File: src/hw/rtl/dcr_pkg.sv
// ---------------------------------------------------------------------------
// dcr_pkg
// Types, constants and helpers shared by the dot crawl / rainbow filter.
// ---------------------------------------------------------------------------
package dcr_pkg;

  localparam int PIXEL_BITS = 16;  // active pixel width, 8 to 16
  localparam int PORT_BITS  = 16;  // width of the pixel ports
  localparam int THR_BITS   = 16;  // width of the threshold registers
  localparam int CMP_BITS   = 32;  // common width for threshold compares

  typedef logic [PIXEL_BITS-1:0] pix_t;
  typedef logic [PIXEL_BITS:0]   sdiff_t;   // magnitude of a second difference
  typedef logic [PORT_BITS-1:0]  port_pix_t;
  typedef logic [THR_BITS-1:0]   thr_t;
  typedef logic [1:0]            cmd_t;
  typedef logic [2:0]            reg_idx_t;

  // plane codes
  localparam cmd_t CMD_LUMA   = 2'd0;
  localparam cmd_t CMD_CHROMA = 2'd1;

  // register indexes
  localparam reg_idx_t REG_MODE            = 3'd0;
  localparam reg_idx_t REG_LUMA_SPATIAL    = 3'd1;
  localparam reg_idx_t REG_LUMA_TEMPORAL   = 3'd2;
  localparam reg_idx_t REG_CHROMA_TEMPORAL = 3'd3;
  localparam reg_idx_t REG_CHROMA_CHANGE   = 3'd4;

  // mode bit positions
  localparam int MODE_LUMA_BIT   = 0;
  localparam int MODE_CHROMA_BIT = 1;

  // reset values
  localparam logic [1:0] MODE_RESET            = 2'd3;
  localparam thr_t       LUMA_SPATIAL_RESET    = 16'd5177;
  localparam thr_t       LUMA_TEMPORAL_RESET   = 16'd5177;
  localparam thr_t       CHROMA_TEMPORAL_RESET = 16'd3801;
  localparam thr_t       CHROMA_CHANGE_RESET   = 16'd1245;

  typedef struct packed {
    logic [1:0] mode;
    thr_t       luma_spatial;
    thr_t       luma_temporal;
    thr_t       chroma_temporal;
    thr_t       chroma_change;
  } cfg_t;

  typedef struct packed {
    cmd_t cmd;
    logic border;
    pix_t cur;
    pix_t up;
    pix_t down;
    pix_t lf;
    pix_t rt;
    pix_t f0;
    pix_t f1;
    pix_t f3;
    pix_t f4;
  } pix_in_t;

  // after the difference stage
  typedef struct packed {
    cmd_t   cmd;
    logic   border;
    pix_t   cur;
    pix_t   f1;
    pix_t   f3;
    sdiff_t sd_v;
    sdiff_t sd_h;
    pix_t   d_f0;
    pix_t   d_f4;
    pix_t   d_13;
    pix_t   d_c1;
    pix_t   d_c3;
  } diff_t;

  // after the decision stage
  typedef struct packed {
    logic fire;
    pix_t cur;
    pix_t other;
  } pick_t;

  function automatic pix_t abs_diff(pix_t a, pix_t b);
    return (a >= b) ? pix_t'(a - b) : pix_t'(b - a);
  endfunction

  function automatic logic le_thr(logic [CMP_BITS-1:0] d, thr_t t);
    return d <= CMP_BITS'(t);
  endfunction

  function automatic pix_t from_port(port_pix_t p);
    return p[PIXEL_BITS-1:0];
  endfunction

  function automatic port_pix_t to_port(pix_t p);
    port_pix_t r;
    r = '0;
    r[PIXEL_BITS-1:0] = p;
    return r;
  endfunction

endpackage

File: src/hw/rtl/dcr_cfg.sv
// ---------------------------------------------------------------------------
// dcr_cfg
// Configuration register file, one write per transfer.
// ---------------------------------------------------------------------------
module dcr_cfg import dcr_pkg::*; (
  input  logic     clk,
  input  logic     rst,
  input  logic     cfg_valid,
  output logic     cfg_ready,
  input  reg_idx_t cfg_index,
  input  thr_t     cfg_data,
  output cfg_t     cfg
);

  assign cfg_ready = 1'b1;

  always_ff @(posedge clk) begin
    if (rst) begin
      cfg.mode            <= MODE_RESET;
      cfg.luma_spatial    <= LUMA_SPATIAL_RESET;
      cfg.luma_temporal   <= LUMA_TEMPORAL_RESET;
      cfg.chroma_temporal <= CHROMA_TEMPORAL_RESET;
      cfg.chroma_change   <= CHROMA_CHANGE_RESET;
    end else if (cfg_valid) begin
      unique case (cfg_index)
        REG_MODE:            cfg.mode            <= cfg_data[1:0];
        REG_LUMA_SPATIAL:    cfg.luma_spatial    <= cfg_data;
        REG_LUMA_TEMPORAL:   cfg.luma_temporal   <= cfg_data;
        REG_CHROMA_TEMPORAL: cfg.chroma_temporal <= cfg_data;
        REG_CHROMA_CHANGE:   cfg.chroma_change   <= cfg_data;
        default: ;
      endcase
    end
  end

endmodule

File: src/hw/rtl/dcr_diff.sv
// ---------------------------------------------------------------------------
// dcr_diff
// Stage 1: spatial second differences and temporal absolute differences.
// ---------------------------------------------------------------------------
module dcr_diff import dcr_pkg::*; (
  input  logic    clk,
  input  logic    rst,
  input  logic    in_valid,
  output logic    in_ready,
  input  pix_in_t in_data,
  output logic    out_valid,
  input  logic    out_ready,
  output diff_t   out_data
);

  logic   vld;
  diff_t  data;
  diff_t  data_next;
  sdiff_t sum_v, sum_h, twice;

  assign in_ready  = !vld || out_ready;
  assign out_valid = vld;
  assign out_data  = data;

  always_comb begin
    sum_v = sdiff_t'(in_data.up) + sdiff_t'(in_data.down);
    sum_h = sdiff_t'(in_data.lf) + sdiff_t'(in_data.rt);
    twice = {in_data.cur, 1'b0};
    data_next.cmd    = in_data.cmd;
    data_next.border = in_data.border;
    data_next.cur    = in_data.cur;
    data_next.f1     = in_data.f1;
    data_next.f3     = in_data.f3;
    data_next.sd_v   = (sum_v >= twice) ? sdiff_t'(sum_v - twice) : sdiff_t'(twice - sum_v);
    data_next.sd_h   = (sum_h >= twice) ? sdiff_t'(sum_h - twice) : sdiff_t'(twice - sum_h);
    data_next.d_f0   = abs_diff(in_data.cur, in_data.f0);
    data_next.d_f4   = abs_diff(in_data.cur, in_data.f4);
    data_next.d_13   = abs_diff(in_data.f1, in_data.f3);
    data_next.d_c1   = abs_diff(in_data.cur, in_data.f1);
    data_next.d_c3   = abs_diff(in_data.cur, in_data.f3);
  end

  always_ff @(posedge clk) begin
    if (rst) begin
      vld <= 1'b0;
    end else if (in_ready) begin
      vld <= in_valid;
    end
  end

  always_ff @(posedge clk) begin
    if (in_valid && in_ready) begin
      data <= data_next;
    end
  end

endmodule

File: src/hw/rtl/dcr_decide.sv
// ---------------------------------------------------------------------------
// dcr_decide
// Stage 2: threshold tests, rule select and choice of the closer frame.
// ---------------------------------------------------------------------------
module dcr_decide import dcr_pkg::*; (
  input  logic  clk,
  input  logic  rst,
  input  cfg_t  cfg,
  input  logic  in_valid,
  output logic  in_ready,
  input  diff_t in_data,
  output logic  out_valid,
  input  logic  out_ready,
  output pick_t out_data
);

  logic  vld;
  pick_t data;
  pick_t data_next;
  logic  luma_en, chroma_en, flat, luma_tmp, chroma_tmp, chroma_chg;

  assign in_ready  = !vld || out_ready;
  assign out_valid = vld;
  assign out_data  = data;

  always_comb begin
    luma_en = (in_data.cmd == CMD_LUMA) && cfg.mode[MODE_LUMA_BIT] && !in_data.border;
    chroma_en = (in_data.cmd == CMD_CHROMA) && cfg.mode[MODE_CHROMA_BIT];
    flat = le_thr(CMP_BITS'(in_data.sd_v), cfg.luma_spatial) &&
           le_thr(CMP_BITS'(in_data.sd_h), cfg.luma_spatial);
    luma_tmp = le_thr(CMP_BITS'(in_data.d_f0), cfg.luma_temporal) &&
               le_thr(CMP_BITS'(in_data.d_f4), cfg.luma_temporal) &&
               le_thr(CMP_BITS'(in_data.d_13), cfg.luma_temporal);
    chroma_tmp = le_thr(CMP_BITS'(in_data.d_f0), cfg.chroma_temporal) &&
                 le_thr(CMP_BITS'(in_data.d_f4), cfg.chroma_temporal) &&
                 le_thr(CMP_BITS'(in_data.d_13), cfg.chroma_temporal);
    chroma_chg = !le_thr(CMP_BITS'(in_data.d_c1), cfg.chroma_change) &&
                 !le_thr(CMP_BITS'(in_data.d_c3), cfg.chroma_change);
    data_next.fire  = (luma_en && !flat && luma_tmp) ||
                      (chroma_en && chroma_tmp && chroma_chg);
    data_next.cur   = in_data.cur;
    // tie goes to the later frame
    data_next.other = (in_data.d_c1 < in_data.d_c3) ? in_data.f1 : in_data.f3;
  end

  always_ff @(posedge clk) begin
    if (rst) begin
      vld <= 1'b0;
    end else if (in_ready) begin
      vld <= in_valid;
    end
  end

  always_ff @(posedge clk) begin
    if (in_valid && in_ready) begin
      data <= data_next;
    end
  end

endmodule

File: src/hw/rtl/dcr_blend.sv
// ---------------------------------------------------------------------------
// dcr_blend
// Stage 3: rounded mean with the chosen frame, and the output register.
// ---------------------------------------------------------------------------
module dcr_blend import dcr_pkg::*; (
  input  logic  clk,
  input  logic  rst,
  input  logic  in_valid,
  output logic  in_ready,
  input  pick_t in_data,
  output logic  out_valid,
  input  logic  out_ready,
  output pix_t  out_pix
);

  logic                vld;
  pix_t                pix;
  pix_t                pix_next;
  logic [PIXEL_BITS:0] sum;

  assign in_ready  = !vld || out_ready;
  assign out_valid = vld;
  assign out_pix   = pix;

  always_comb begin
    sum = (PIXEL_BITS+1)'(in_data.cur) + (PIXEL_BITS+1)'(in_data.other) +
          (PIXEL_BITS+1)'(1);
    pix_next = in_data.fire ? sum[PIXEL_BITS:1] : in_data.cur;
  end

  always_ff @(posedge clk) begin
    if (rst) begin
      vld <= 1'b0;
    end else if (in_ready) begin
      vld <= in_valid;
    end
  end

  always_ff @(posedge clk) begin
    if (in_valid && in_ready) begin
      pix <= pix_next;
    end
  end

endmodule

File: src/hw/rtl/dot_crawl_rainbow_pixel_filter_unit.sv
// ---------------------------------------------------------------------------
// dot_crawl_rainbow_pixel_filter_unit
// Dot crawl (luma) and rainbow (chroma) removal on a five-frame window,
// one pixel per transfer.
//
//   channel  signals                          direction
//   in       in_valid/in_ready, cmd..two_ahead  into block
//   out      out_valid/out_ready, pixel_out     out of block
//   cfg      cfg_valid/cfg_ready, index, data   into block
//
// Three register stages (differences, threshold tests, blend); one pixel
// can enter per cycle while the output side is ready.
// Each stage has its own valid bit and takes a new pixel when empty or when
// the next stage takes its content, so bubbles close up under a stall.
// Synchronous reset clears the stage valid bits and loads register defaults.
// Config writes take effect on the next cycle and are always accepted.
// ---------------------------------------------------------------------------
module dot_crawl_rainbow_pixel_filter_unit import dcr_pkg::*; (
  input  logic      clk,
  input  logic      rst,
  input  logic      in_valid,
  output logic      in_ready,
  input  cmd_t      cmd,
  input  logic      at_border,
  input  port_pix_t center,
  input  port_pix_t above,
  input  port_pix_t below,
  input  port_pix_t left_pixel,
  input  port_pix_t right_pixel,
  input  port_pix_t two_back,
  input  port_pix_t one_back,
  input  port_pix_t one_ahead,
  input  port_pix_t two_ahead,
  output logic      out_valid,
  input  logic      out_ready,
  output port_pix_t pixel_out,
  input  logic      cfg_valid,
  output logic      cfg_ready,
  input  reg_idx_t  cfg_index,
  input  thr_t      cfg_data
);

  cfg_t    cfg;
  pix_in_t in_data;
  diff_t   s1_data;
  pick_t   s2_data;
  pix_t    s3_pix;
  logic    s1_valid, s1_ready, s2_valid, s2_ready;
  logic [1:0] count;
  logic [1:0] count_next;

  assign in_data.cmd    = cmd;
  assign in_data.border = at_border;
  assign in_data.cur    = from_port(center);
  assign in_data.up     = from_port(above);
  assign in_data.down   = from_port(below);
  assign in_data.lf     = from_port(left_pixel);
  assign in_data.rt     = from_port(right_pixel);
  assign in_data.f0     = from_port(two_back);
  assign in_data.f1     = from_port(one_back);
  assign in_data.f3     = from_port(one_ahead);
  assign in_data.f4     = from_port(two_ahead);

  dcr_cfg u_cfg (
    .clk       (clk),
    .rst       (rst),
    .cfg_valid (cfg_valid),
    .cfg_ready (cfg_ready),
    .cfg_index (cfg_index),
    .cfg_data  (cfg_data),
    .cfg       (cfg)
  );

  dcr_diff u_diff (
    .clk       (clk),
    .rst       (rst),
    .in_valid  (in_valid),
    .in_ready  (in_ready),
    .in_data   (in_data),
    .out_valid (s1_valid),
    .out_ready (s1_ready),
    .out_data  (s1_data)
  );

  dcr_decide u_decide (
    .clk       (clk),
    .rst       (rst),
    .cfg       (cfg),
    .in_valid  (s1_valid),
    .in_ready  (s1_ready),
    .in_data   (s1_data),
    .out_valid (s2_valid),
    .out_ready (s2_ready),
    .out_data  (s2_data)
  );

  dcr_blend u_blend (
    .clk       (clk),
    .rst       (rst),
    .in_valid  (s2_valid),
    .in_ready  (s2_ready),
    .in_data   (s2_data),
    .out_valid (out_valid),
    .out_ready (out_ready),
    .out_pix   (s3_pix)
  );

  assign pixel_out = to_port(s3_pix);

  // pixels in flight, for checking only
  always_comb begin
    count_next = count + 2'((in_valid && in_ready) ? 1 : 0)
                       - 2'((out_valid && out_ready) ? 1 : 0);
  end

  always_ff @(posedge clk) begin
    if (rst) begin
      count <= 2'd0;
    end else begin
      count <= count_next;
    end
  end

  a_ready_chain: assert property (@(posedge clk) disable iff (rst)
    out_ready |-> in_ready)
    else $error("input stalled while output side is ready");

  a_out_has_item: assert property (@(posedge clk) disable iff (rst)
    out_valid |-> (count != 2'd0))
    else $error("result shown with no pixel in flight");

  a_full_stalls: assert property (@(posedge clk) disable iff (rst)
    (count == 2'd3 && !out_ready) |-> !in_ready)
    else $error("pipeline took a pixel while full and stalled");

  a_mode_write: assert property (@(posedge clk) disable iff (rst)
    (cfg_valid && cfg_ready && cfg_index == REG_MODE) |=> (cfg.mode == $past(cfg_data[1:0])))
    else $error("mode register write lost");

endmodule

File: config.mk
export PLATFORM = sky130hd
export DESIGN_NAME = dot_crawl_rainbow_pixel_filter_unit
export DESIGN_NICKNAME = d
export VERILOG_FILES = /design/src/hw/rtl/dcr_pkg.sv /design/src/hw/rtl/dcr_cfg.sv /design/src/hw/rtl/dcr_diff.sv /design/src/hw/rtl/dcr_decide.sv /design/src/hw/rtl/dcr_blend.sv /design/src/hw/rtl/dot_crawl_rainbow_pixel_filter_unit.sv
export SDC_FILE = /design/constraint.sdc
export NUM_CORES = 1
export LEC_CHECK = 0
export BUFFER_PORTS_ARGS = -buffer_cell sky130_fd_sc_hd__buf_2
export CAP_MARGIN = 40
export CORE_ASPECT_RATIO = 0.9
export CORE_MARGIN = 2
export CORE_UTILIZATION = 45
export CTS_BUF_LIST = sky130_fd_sc_hd__clkbuf_16
export DETAILED_ROUTE_END_ITERATION = 7
export GPL_ROUTABILITY_DRIVEN = 0
export GPL_TIMING_DRIVEN = 0
export PLACE_DENSITY_LB_ADDON = 0.1
export SYNTH_ARGS = -nofsm -noshare
export SYNTH_HDL_FRONTEND = slang
export SYNTH_HIERARCHICAL = 1
export SYNTH_SLANG_ARGS = --single-unit
File: constraint.sdc
create_clock -name clk -period 13.85 [get_ports clk]
set_clock_uncertainty 0.05 [all_clocks]
set_input_delay 2.0775 -clock clk [delete_from_list [all_inputs] [get_ports clk]]
set_output_delay 2.0775 -clock clk [all_outputs]
set_load 0.02 [all_outputs]
==> qor.csv <==
metric;value;unit
outcome;completed;
drt-total-wl;80000;um
grt_use_total;26.3;%
dp_slack;6.46;ns
dr_wl_met2;36800;um
multiInputGateArea;16600;um2
r2r_slack;10.44;ns
die_y;232;um
layout-drive-gt1-share;11.2;%
critical_path_class;input pin to flop;
cp_max_fo;10;
syn_area_per_cell;9.33;um2
min_delay_path_depth;0;
stdcell_area;29000;um2
clock_latency;0.55;ns
ir_drop;0.0724;mV
setup_slack;6.87;ns
cp-end-kind;flop;
fin_crit_sh;50.4;%
worstHoldStart;u_diff/out_data[160];
antenna_found_initial;1;
cp_data_required_time;14.08;ns
synth_nets;3400;
cts_buffers;34;
start_util;45.5;%
grt_pass1_vias;21200;
r2r_cells;10;
path_clk_slew;0.06;ns
rr_startpoint;u_cfg/cfg[63];
rows;83;
p_leak;13.2;nW
die_x;257;um
post_cts_buffers;0;
final_common_cell;ha_1;
cts_sinks;283;
grt_pass1_wl;120000;um
synth_flop_cell;edfxtp_1;
start_kind;input pin;
die_area;59500;um2
synth_edf_count;214;
cts_root_buffer;clkbuf_16;
drc;0;
tritoncts;done;
core_area;56900;um2
fmax;0.143;GHz
layout_min_cycle_time;6.98;ns
cts_resized;0;
setup_viol;0;
yosys_warnings;6;
portBuffers;188;
htreeDepth;2;
setup_tns;0;ns
yosysSeqAreaShare;30.2;%
dp_hpwl;63600;um
clockBufferDepth;3;
synth.distinct_cells;87;
dr_wl_met3;4980;um
slew_headroom;45.0;%
power.total;3.24;mW
nets;3628;
grt_overflow;0;
worstMarginPinSlew;0.824;ns
routed.top_layer;met4;
rsz0062_at_grt;no;
cts_hold_buf;0;
wl_met1;33500;um
cp.arrival;7.21;ns
p_per_area;112;nW/um2
drtAntennaViolNets;0;
via_per_inst;5.76;
seq_area;7810;um2
async_reset_ff_share;0;%
synth_cells;2773;
hold_path_class;flop to flop;
num-fill-cells;5397;
maxCapViolations;0;
first_pass_iters;5;
area_growth;11.9;%
finalHoldViolations;0;
slew_violations;0;
syn_area;25900;um2
place_area;27900;um2
via_count;21900;
layout_common_cells;ha_1, inv_1, a21oi_1;
wl_per_cell;21.1;um
ys_ff_latch;283;
grt_max_degree;70;
first_iter_violations;1968;
ioPinCount;190;
r2r_end;u_decide/out_data[32];
worst_hold_path.endpoint;u_decide/out_data[30];
==> sequential cells by signal, summed over array words and instances, names as in the netlist <==
signal              count
u_decide/out_valid      1
u_blend/out_valid       1
u_decide/out_data      33
u_diff/out_valid        1
u_blend/out_pix        16
u_diff/out_data       165
u_cfg/cfg              66
==> layout make-up <==
| class | instances | share of cell area (%) |
|---|---|---|
| clock buffer | 35 | 3.02 |
| antenna | 1 | 0.00864 |
| sequential | 283 | 27.0 |
| clock inverter | 27 | 0.700 |
| tap | 765 | 3.31 |
| buffer | 98 | 1.55 |
| timing repair buffer | 192 | 3.55 |
| inverter | 266 | 3.45 |
| multi-input combinational | 2126 | 57.4 |
==> power by group <==
group,internal [mW],switching [mW]
logic,0.521,0.746
registers,1.06,0.0546
clock network,0.499,0.363
==> worst max-delay path by stage <==
stage / startpoint / to / slack [ns] / cells past startpoint
2_1_floorplan: out_ready / u_diff/out_data[0] / 6.86 / 4
3_3_place_gp: out_ready / u_diff/out_data[64] / 5.37 / 5
3_5_place_dp: right_pixel[0] / u_diff/out_data[91] / 6.46 / 21
4_1_cts: right_pixel[0] / u_diff/out_data[91] / 7.03 / 21
5_1_grt: right_pixel[0] / u_diff/out_data[91] / 6.50 / 21
6_report: right_pixel[0] / u_diff/out_data[91] / 6.87 / 21
==> Yosys cell counts, drive strengths merged, types with 8 or more instances <==
master | number | area share, %
nand2b | 69 | 1.7
nand4 | 55 | 1.3
xnor2 | 82 | 2.8
or3 | 8 | 0.19
nor3 | 41 | 0.79
o31ai | 18 | 0.60
a2111oi | 9 | 0.30
ha | 439 | 21
a21oi | 239 | 4.6
and2 | 13 | 0.31
inv | 266 | 3.9
o21a | 31 | 0.90
nor2b | 40 | 1.0
fa | 17 | 1.3
or2 | 9 | 0.22
or4 | 8 | 0.23
dfxtp | 69 | 5.3
xor2 | 60 | 2.0
o21bai | 24 | 0.70
o211ai | 29 | 0.84
a31o | 8 | 0.27
o31a | 9 | 0.30
clkbuf | 65 | 0.94
a211oi | 40 | 1.3
buf | 33 | 0.79
nand3 | 51 | 0.99
nand2 | 130 | 1.9
o21ai | 134 | 2.6
mux2i | 100 | 3.9
mux2 | 26 | 1.3
a31oi | 28 | 0.68
nor4 | 16 | 0.39
and3 | 18 | 0.44
a21o | 89 | 2.6
a221oi | 11 | 0.44
edfxtp | 214 | 25
nor2 | 166 | 2.4
==> metal layers <==
metal	global-route usage, %	vias to the layer above
met1	32.5	10200
met3	3.83	193
met5	0	-
met2	44.3	870
met4	14.7	0
li1	-	10600
==> logic make-up (layout without fill, tap and decap cells) <==
logic type / Yosys count / after routing / share of synthesized area [%]
DFF: 283 / 283 / 30.2
adders and majority gates: 456 / 456 / 22.5
xor gates and xnor gates: 142 / 142 / 4.80
muxes: 126 / 126 / 5.16
AOI/OAI and AO/OA: 747 / 747 / 18.8
buffers and inverters: 364 / 618 / 5.59
and+or+nand+nor: 654 / 654 / 12.9
other: 1 / 2 / 0.0145
==> worst max-delay path, stage by stage <==
cell and delay, ns:
buf_2 0.10, ha_1 0.21, fa_1 0.40, a21oi_1 0.20, o21ai_0 0.16, a2111oi_0 0.58, nor4_1 0.10, o21a_1 0.21
o21ai_0 0.25, a21oi_1 0.16, xor2_1 0.16, ha_1 0.28, clkbuf_1 0.35, nand3_1 0.26, a2111oi_0 0.46, o31a_1 0.26
o221ai_1 0.19, buf_2 0.24, a311oi_1 0.29, a21oi_1 0.08, xor2_1 0.17
==> per-stage QoR <==
step | hold slack, ns | util, % | cells
floorplan | 0.350 | - | 2773
global placement | 0.350 | 48.8 | 3726
detailed placement | 0.356 | 49.0 | 3730
CTS | 0.369 | 50.9 | 3792
global route | 0.378 | 50.9 | 3792
finish | 0.368 | 50.9 | 3793
No activity file was read; power rests on OpenSTA's default activity.
